File: src/rtl/core/hsv2rgb_pkg.sv
// Package for the HSV to RGB converter: field widths, register indexes,
// sector codes and fixed-point constants. No dependencies.
`timescale 1ns / 1ps

package hsv2rgb_pkg;

    // Field and register widths
    localparam int HUE_W   = 9;
    localparam int PCT_W   = 7;
    localparam int LEVEL_W = 8;
    localparam int CFG_IDX_W = 1;

    // Register indexes on the configuration port
    localparam logic [CFG_IDX_W-1:0] REG_SATURATION = 1'd0;
    localparam logic [CFG_IDX_W-1:0] REG_VALUE      = 1'd1;

    // Register reset values
    localparam logic [PCT_W-1:0] SAT_RESET = 7'd80;
    localparam logic [PCT_W-1:0] VAL_RESET = 7'd100;
    localparam logic [PCT_W-1:0] PCT_FULL  = 7'd100;

    // Hue split: sector = hue / 60 by reciprocal, offset = hue % 60
    localparam int SECT_W   = 4;
    localparam int OFFS_W   = 6;
    localparam int HUE_RECIP_W     = 11;
    localparam int HUE_RECIP_SHIFT = 16;
    localparam logic [HUE_RECIP_W-1:0] HUE_RECIP = 11'd1093;
    localparam logic [5:0] DEG_PER_SECTOR = 6'd60;

    // Sector codes; every other code takes the sector-five choice
    localparam logic [SECT_W-1:0] SECT_RED_UP    = 4'd0;
    localparam logic [SECT_W-1:0] SECT_RED_DOWN  = 4'd1;
    localparam logic [SECT_W-1:0] SECT_BLUE_UP   = 4'd2;
    localparam logic [SECT_W-1:0] SECT_GREEN_DN  = 4'd3;
    localparam logic [SECT_W-1:0] SECT_RED_RISE  = 4'd4;

    // Numerators over the common denominator 600000
    localparam int PROD_W = 14;   // V*S and V*(100-S), at most 10000
    localparam int NUM_W  = 20;   // channel numerators, at most 600000
    localparam logic [12:0] HI_SCALE = 13'd6000;
    localparam logic [5:0]  LO_SCALE = 6'd60;

    // Level = floor((n*17 + 20000) / 40000) = floor(((n*17 + 20000) >> 6) / 625)
    localparam int SCALED_W = 24;
    localparam int SCALED_SHIFT = 6;
    localparam int QUOT_IN_W = SCALED_W - SCALED_SHIFT;   // 18 bits
    localparam logic [4:0]  LEVEL_MUL  = 5'd17;
    localparam logic [14:0] LEVEL_BIAS = 15'd20000;
    localparam int LVL_RECIP_W     = 19;
    localparam int LVL_RECIP_SHIFT = 28;
    localparam logic [LVL_RECIP_W-1:0] LVL_RECIP = 19'd429497;   // ceil(2^28 / 625)
    localparam int LVL_PROD_W = QUOT_IN_W + LVL_RECIP_W;
    localparam int LVL_Q_W    = LVL_PROD_W - LVL_RECIP_SHIFT;   // 9 bits
    localparam logic [LVL_Q_W-1:0] LEVEL_MAX = 9'd255;

    // Bundle of the three channel values
    typedef struct packed {
        logic [NUM_W-1:0] red;
        logic [NUM_W-1:0] green;
        logic [NUM_W-1:0] blue;
    } rgb_num_t;

    typedef struct packed {
        logic [QUOT_IN_W-1:0] red;
        logic [QUOT_IN_W-1:0] green;
        logic [QUOT_IN_W-1:0] blue;
    } rgb_scaled_t;

endpackage

File: src/rtl/core/hsv_to_rgb_converter_top.sv
// HSV to RGB converter, five-stage pipeline, one word per clock.
// Depends on hsv2rgb_pkg for widths, codes and fixed-point constants.
//
//   channel   signals                                  direction
//   --------  ---------------------------------------  ---------
//   input     in_valid, in_ready, hue_deg              in
//   output    out_valid, out_ready, red_level,         out
//             green_level, blue_level
//   config    cfg_we, cfg_index, cfg_data              in
//
// A word passes the stage registers in order to the output register; one word enters per
// clock while the output is taken. All five stages advance together, held
// only when the output register is full and not taken. Reset clears the
// stage valid bits and loads saturation 80 and value 100.
`timescale 1ns / 1ps

module hsv_to_rgb_converter_top (
    input  logic                              clk,
    input  logic                              rst_n,
    input  logic                              in_valid,
    output logic                              in_ready,
    input  logic [hsv2rgb_pkg::HUE_W-1:0]     hue_deg,
    output logic                              out_valid,
    input  logic                              out_ready,
    output logic [hsv2rgb_pkg::LEVEL_W-1:0]   red_level,
    output logic [hsv2rgb_pkg::LEVEL_W-1:0]   green_level,
    output logic [hsv2rgb_pkg::LEVEL_W-1:0]   blue_level,
    input  logic                              cfg_we,
    input  logic [hsv2rgb_pkg::CFG_IDX_W-1:0] cfg_index,
    input  logic [hsv2rgb_pkg::PCT_W-1:0]     cfg_data
);
    import hsv2rgb_pkg::*;

    // Configuration registers and clamped percentages
    logic [PCT_W-1:0] sat_reg;
    logic [PCT_W-1:0] val_reg;
    logic [PCT_W-1:0] sat_clamp;
    logic [PCT_W-1:0] val_clamp;

    // Pipeline control
    logic       advance;
    logic [4:0] valid_reg;

    // Stage 1: hue split and percentage products
    logic [HUE_W+HUE_RECIP_W-1:0] hue_prod;
    logic [SECT_W-1:0]  sect_next;
    logic [HUE_W-1:0]   sect_deg;
    logic [HUE_W-1:0]   offs_full;
    logic [SECT_W-1:0]  s1_sect_reg;
    logic [OFFS_W-1:0]  s1_offs_reg;
    logic [PROD_W-1:0]  s1_vs_reg;
    logic [PROD_W-1:0]  s1_vm_reg;
    logic [PCT_W-1:0]   s1_v_reg;

    // Stage 2: max, min and ramp numerators
    logic [SECT_W-1:0]  s2_sect_reg;
    logic [NUM_W-1:0]   s2_hi_reg;
    logic [NUM_W-1:0]   s2_lo_reg;
    logic [NUM_W-1:0]   s2_ramp_reg;

    // Stage 3: channel numerators
    logic [NUM_W-1:0]   rise;
    logic [NUM_W-1:0]   fall;
    rgb_num_t           num_next;
    rgb_num_t           s3_num_reg;

    // Stage 4: scaled numerators
    rgb_scaled_t        scaled_next;
    rgb_scaled_t        s4_scaled_reg;

    // Stage 5: output levels
    logic [LEVEL_W-1:0] red_reg;
    logic [LEVEL_W-1:0] green_reg;
    logic [LEVEL_W-1:0] blue_reg;
    logic [LEVEL_W-1:0] red_next;
    logic [LEVEL_W-1:0] green_next;
    logic [LEVEL_W-1:0] blue_next;

    // Divide a scaled numerator by 625 and saturate to 8 bits
    function automatic logic [LEVEL_W-1:0] to_level(input logic [QUOT_IN_W-1:0] m);
        logic [LVL_PROD_W-1:0] prod;
        logic [LVL_Q_W-1:0]    q;
        prod = LVL_PROD_W'(m) * LVL_PROD_W'(LVL_RECIP);
        q    = prod[LVL_PROD_W-1:LVL_RECIP_SHIFT];
        return (q > LEVEL_MAX) ? LEVEL_MAX[LEVEL_W-1:0] : q[LEVEL_W-1:0];
    endfunction

    // Scale a numerator: (n*17 + 20000) >> 6
    function automatic logic [QUOT_IN_W-1:0] scale_num(input logic [NUM_W-1:0] n);
        logic [SCALED_W-1:0] t;
        t = SCALED_W'(n) * SCALED_W'(LEVEL_MUL) + SCALED_W'(LEVEL_BIAS);
        return t[SCALED_W-1:SCALED_SHIFT];
    endfunction

    // Write configuration registers; unknown indexes fall through
    always_ff @(posedge clk or negedge rst_n)
    begin
        if (!rst_n)
        begin
            sat_reg <= SAT_RESET;
            val_reg <= VAL_RESET;
        end
        else if (cfg_we)
        begin
            case (cfg_index)
                REG_SATURATION: sat_reg <= cfg_data;
                REG_VALUE:      val_reg <= cfg_data;
                default:        ;
            endcase
        end
    end

    assign sat_clamp = (sat_reg > PCT_FULL) ? PCT_FULL : sat_reg;
    assign val_clamp = (val_reg > PCT_FULL) ? PCT_FULL : val_reg;

    // Advance all stages unless the output word is held
    assign advance   = !valid_reg[4] || out_ready;
    assign in_ready  = advance;
    assign out_valid = valid_reg[4];

    always_ff @(posedge clk or negedge rst_n)
    begin
        if (!rst_n)
        begin
            valid_reg <= '0;
        end
        else if (advance)
        begin
            valid_reg <= {valid_reg[3:0], in_valid};
        end
    end

    // Split hue into sector and offset by reciprocal multiply
    always_comb
    begin
        hue_prod  = (HUE_W+HUE_RECIP_W)'(hue_deg) * (HUE_W+HUE_RECIP_W)'(HUE_RECIP);
        sect_next = hue_prod[HUE_RECIP_SHIFT +: SECT_W];
        sect_deg  = HUE_W'(sect_next) * HUE_W'(DEG_PER_SECTOR);
        offs_full = hue_deg - sect_deg;
    end

    always_ff @(posedge clk)
    begin
        if (advance)
        begin
            s1_sect_reg <= sect_next;
            s1_offs_reg <= offs_full[OFFS_W-1:0];
            s1_vs_reg   <= PROD_W'(val_clamp) * PROD_W'(sat_clamp);
            s1_vm_reg   <= PROD_W'(val_clamp) * PROD_W'(PCT_FULL - sat_clamp);
            s1_v_reg    <= val_clamp;
        end
    end

    // Form max, min and ramp over the common denominator
    always_ff @(posedge clk)
    begin
        if (advance)
        begin
            s2_sect_reg <= s1_sect_reg;
            s2_hi_reg   <= NUM_W'(s1_v_reg) * NUM_W'(HI_SCALE);
            s2_lo_reg   <= NUM_W'(s1_vm_reg) * NUM_W'(LO_SCALE);
            s2_ramp_reg <= NUM_W'(s1_vs_reg) * NUM_W'(s1_offs_reg);
        end
    end

    // Pick channels by sector; sector five and beyond share one choice
    always_comb
    begin
        rise = s2_lo_reg + s2_ramp_reg;
        fall = s2_hi_reg - s2_ramp_reg;
        case (s2_sect_reg)
            SECT_RED_UP:
            begin
                num_next.red   = s2_hi_reg;
                num_next.green = rise;
                num_next.blue  = s2_lo_reg;
            end
            SECT_RED_DOWN:
            begin
                num_next.red   = fall;
                num_next.green = s2_hi_reg;
                num_next.blue  = s2_lo_reg;
            end
            SECT_BLUE_UP:
            begin
                num_next.red   = s2_lo_reg;
                num_next.green = s2_hi_reg;
                num_next.blue  = rise;
            end
            SECT_GREEN_DN:
            begin
                num_next.red   = s2_lo_reg;
                num_next.green = fall;
                num_next.blue  = s2_hi_reg;
            end
            SECT_RED_RISE:
            begin
                num_next.red   = rise;
                num_next.green = s2_lo_reg;
                num_next.blue  = s2_hi_reg;
            end
            default:
            begin
                num_next.red   = s2_hi_reg;
                num_next.green = s2_lo_reg;
                num_next.blue  = fall;
            end
        endcase
    end

    always_ff @(posedge clk)
    begin
        if (advance)
        begin
            s3_num_reg <= num_next;
        end
    end

    // Fold in the 255 scale, the half-step bias and the factor of 64
    always_comb
    begin
        scaled_next.red   = scale_num(s3_num_reg.red);
        scaled_next.green = scale_num(s3_num_reg.green);
        scaled_next.blue  = scale_num(s3_num_reg.blue);
    end

    always_ff @(posedge clk)
    begin
        if (advance)
        begin
            s4_scaled_reg <= scaled_next;
        end
    end

    // Divide by 625 and hold the output word
    always_comb
    begin
        red_next   = to_level(s4_scaled_reg.red);
        green_next = to_level(s4_scaled_reg.green);
        blue_next  = to_level(s4_scaled_reg.blue);
    end

    always_ff @(posedge clk)
    begin
        if (advance)
        begin
            red_reg   <= red_next;
            green_reg <= green_next;
            blue_reg  <= blue_next;
        end
    end

    assign red_level   = red_reg;
    assign green_level = green_reg;
    assign blue_level  = blue_reg;

endmodule
File: config.mk
export PLATFORM = sky130hd
export DESIGN_NAME = hsv_to_rgb_converter_top
export DESIGN_NICKNAME = d
export VERILOG_FILES = /design/src/rtl/core/hsv2rgb_pkg.sv /design/src/rtl/core/hsv_to_rgb_converter_top.sv
export SDC_FILE = /design/constraint.sdc
export NUM_CORES = 2
export LEC_CHECK = 0
export ABC_AREA = 1
export BUFFER_PORTS_ARGS = -buffer_cell sky130_fd_sc_hd__clkbuf_2
export CORE_ASPECT_RATIO = 0.5
export CORE_MARGIN = 1.5
export CORE_UTILIZATION = 50
export CTS_CLUSTER_SIZE = 30
export DETAILED_ROUTE_END_ITERATION = 8
export PLACE_DENSITY = 0.74
export SYNTH_ARGS = -nofsm -noshare
export SYNTH_HDL_FRONTEND = slang
export SYNTH_SLANG_ARGS = --single-unit
export TNS_END_PERCENT = 100
File: constraint.sdc
create_clock -name clk -period 12.55 [get_ports clk]
set_input_delay 1.255 -clock clk [delete_from_list [all_inputs] [get_ports clk]]
set_output_delay 1.255 -clock clk [all_outputs]
set_load 0.05 [all_outputs]
==> results.ini <==
[route]
drt-total-wl_um=105000
vias=33100
drc=0
dr.pass1.iters=6
wl_per_cell_um=16.7
antenna_left=0
drt-initial-drc-count=2427
vias_per_cell=5.27

[synthesis]
postSynthCellCount=5030
synth_top_area_share_pct=25.1
synth_area_mm2=0.0442
synth_commonest_cells=inv_1 (1170), nand2_1 (907), ha_1 (792), fa_1 (555), a21oi_1 (256)
synth_area_leaders=fa_1 (25%), ha_1 (22%), edfxtp_1 (16%)
yosys.area.top_type=fa_1
synthArstFlopShare_pct=7.34
yosysMostFrequentCell=inv_1
synth_flop_cell=edfxtp_1
synth_seq_cells=259
synth-edff-count=240
yosysWarnings=0
syn_avg_cell_area_um2=8.80
ys_seq_area_share_pct=17.4
synth_cell_types=62

[clocking]
htreeDepth=1
cts_tree=done
cts_resized=0
clock_latency_ns=0.62
cts_made_buffers=29
cts.clk_slew.worst_paths_ns=0.06
clock_sinks=259
cts-root-buf=clkbuf_16
cts_setup_buffers=0
cts.path.max_buffers=3
cts_hold_buf=0

[run_status]
status=completed

[global_route]
grt_usage_pct=23.7
grt_pass1_vias=33800
grt.overflow.total=0
grt_pass1_wl_um=172000
grt_max_degree=169
antenna_found_initial=0

[placement]
routabilityCongestion=0.976
hpwlAfterDp_um=90400
placedCellCount=6223
place_ws_ns=6.80
io_buffers=47

[timing]
post-route-period-util_pct=46.1
period_minus_slack_ns=5.79
relSlewSlack_pct=29.7
holdWs_ns=0.422
rsz0062_at_grt=false
finClkSkew_ns=0.0201
setup_viol=0
tightest_slew_ns=1.05
finalHoldViolCount=0
tns_ns=0
max_clock_freq_ghz=0.173
fin_ws_ns=6.76
drv_slew=0

[floorplanning]
die_h_um=213
core_area_mm2=0.0868
die_w_um=424
start_util_pct=51.0
die_area_mm2=0.0904
ios=48
rows=76

[setup_path]
path_max_fanout=5
crit_top_cell=nand2_1
worstPathRequired_ns=12.91
crit_family=adder cells
crit_path_start_kind=register
worstPathBufferInverterCount=6
crit_path_end_kind=register
criticalPathCategory=reg2reg
slowest_stage=fa_1
arrival_ns=6.15
critPathMaxStageDelay_ns=0.57

[finish]
area_growth_pct=5.79
drive_gt1_share_pct=3.17
insertedDiodeCount=0
fin_nets=6453
fin_cells=6276
largest_reg_flops=60

[job]
drv_cap=0

[hold_path]
hold_path.class=reg2reg

## stage by stage
stage | util, % | instance area, um^2
finish | 53.9 | 46800
global route | 53.9 | 46800
CTS | 53.9 | 46800
detailed placement | 52.8 | 45800
global placement | 52.8 | 45800
floorplan | - | 44300
## final cells by class
cell class              instances  area (um^2)
well taps                    1170         1460
fillers                      7786        40000
flip-flops and latches        259         7690
clock inverters                22          229
repair buffers                 51          278
inverters                    1185         4460
multi-input cells            3558        32000
clock buffers                  31          733
## cells in the final DEF, fill, tap and decap left out, drive strengths merged, types with 15 or more instances in the layout
master / synthesis / routed
a21boi: 15 / 15
a21o: 31 / 31
a21oi: 257 / 257
clkbuf: 19 / 78
edfxtp: 240 / 240
fa: 555 / 555
ha: 792 / 792
inv: 1183 / 1189
nand2: 914 / 914
nand3: 202 / 202
nand3b: 25 / 25
nand4: 41 / 41
nor2: 260 / 260
nor3: 44 / 44
o2111ai: 17 / 17
o21ai: 132 / 132
or2: 16 / 16
xnor2: 37 / 37
xor2: 111 / 111
## final timing paths
check                                      endpoint  slack (ns)                      from  depth (start not counted)
max                         s1_vm_reg[12]$_DFFE_PP_        6.76    sat_reg[3]$_DFFE_PN0P_                         30
min                        s2_sect_reg[0]$_DFFE_PP_        0.42  s1_sect_reg[0]$_DFFE_PP_                          0
max reg2reg                 s1_vm_reg[12]$_DFFE_PP_        6.76    sat_reg[3]$_DFFE_PN0P_                         30
min reg2reg                s2_sect_reg[0]$_DFFE_PP_        0.42  s1_sect_reg[0]$_DFFE_PP_                          0
max in group asynchronous    val_reg[2]$_DFFE_PN1P_       11.62                     rst_n                          1
min in group asynchronous  valid_reg[2]$_DFFE_PN0P_        0.58                     rst_n                          1
## cell families (layout without fill, tap and decap cells)
family                   count (synthesis)  after routing  share of synthesized area, %
other                                    2              7                        0.0170
AO/OA/AOI/OAI                          537            537                          7.09
AND/OR/NAND/NOR                       1518           1518                          14.6
flip-flops                             259            259                          17.4
adder cells (fa/ha/maj)               1347           1347                          47.5
XOR/XNOR                               148            148                          2.95
buffers and inverters                 1218           1289                          10.5
multiplexers                             1              1                        0.0255
## per-layer routing
metal	part of all wire (%)	vias up	track usage (%)
li1	-	16100	-
met1	47	16000	33.6
met2	45	802	39.4
met3	6.1	119	3.36
met4	1.7	0	3.89
met5	0	-	0
Power is not shown: default switching activity piles up to over one toggle a cycle in this logic, so the estimate is an artifact.
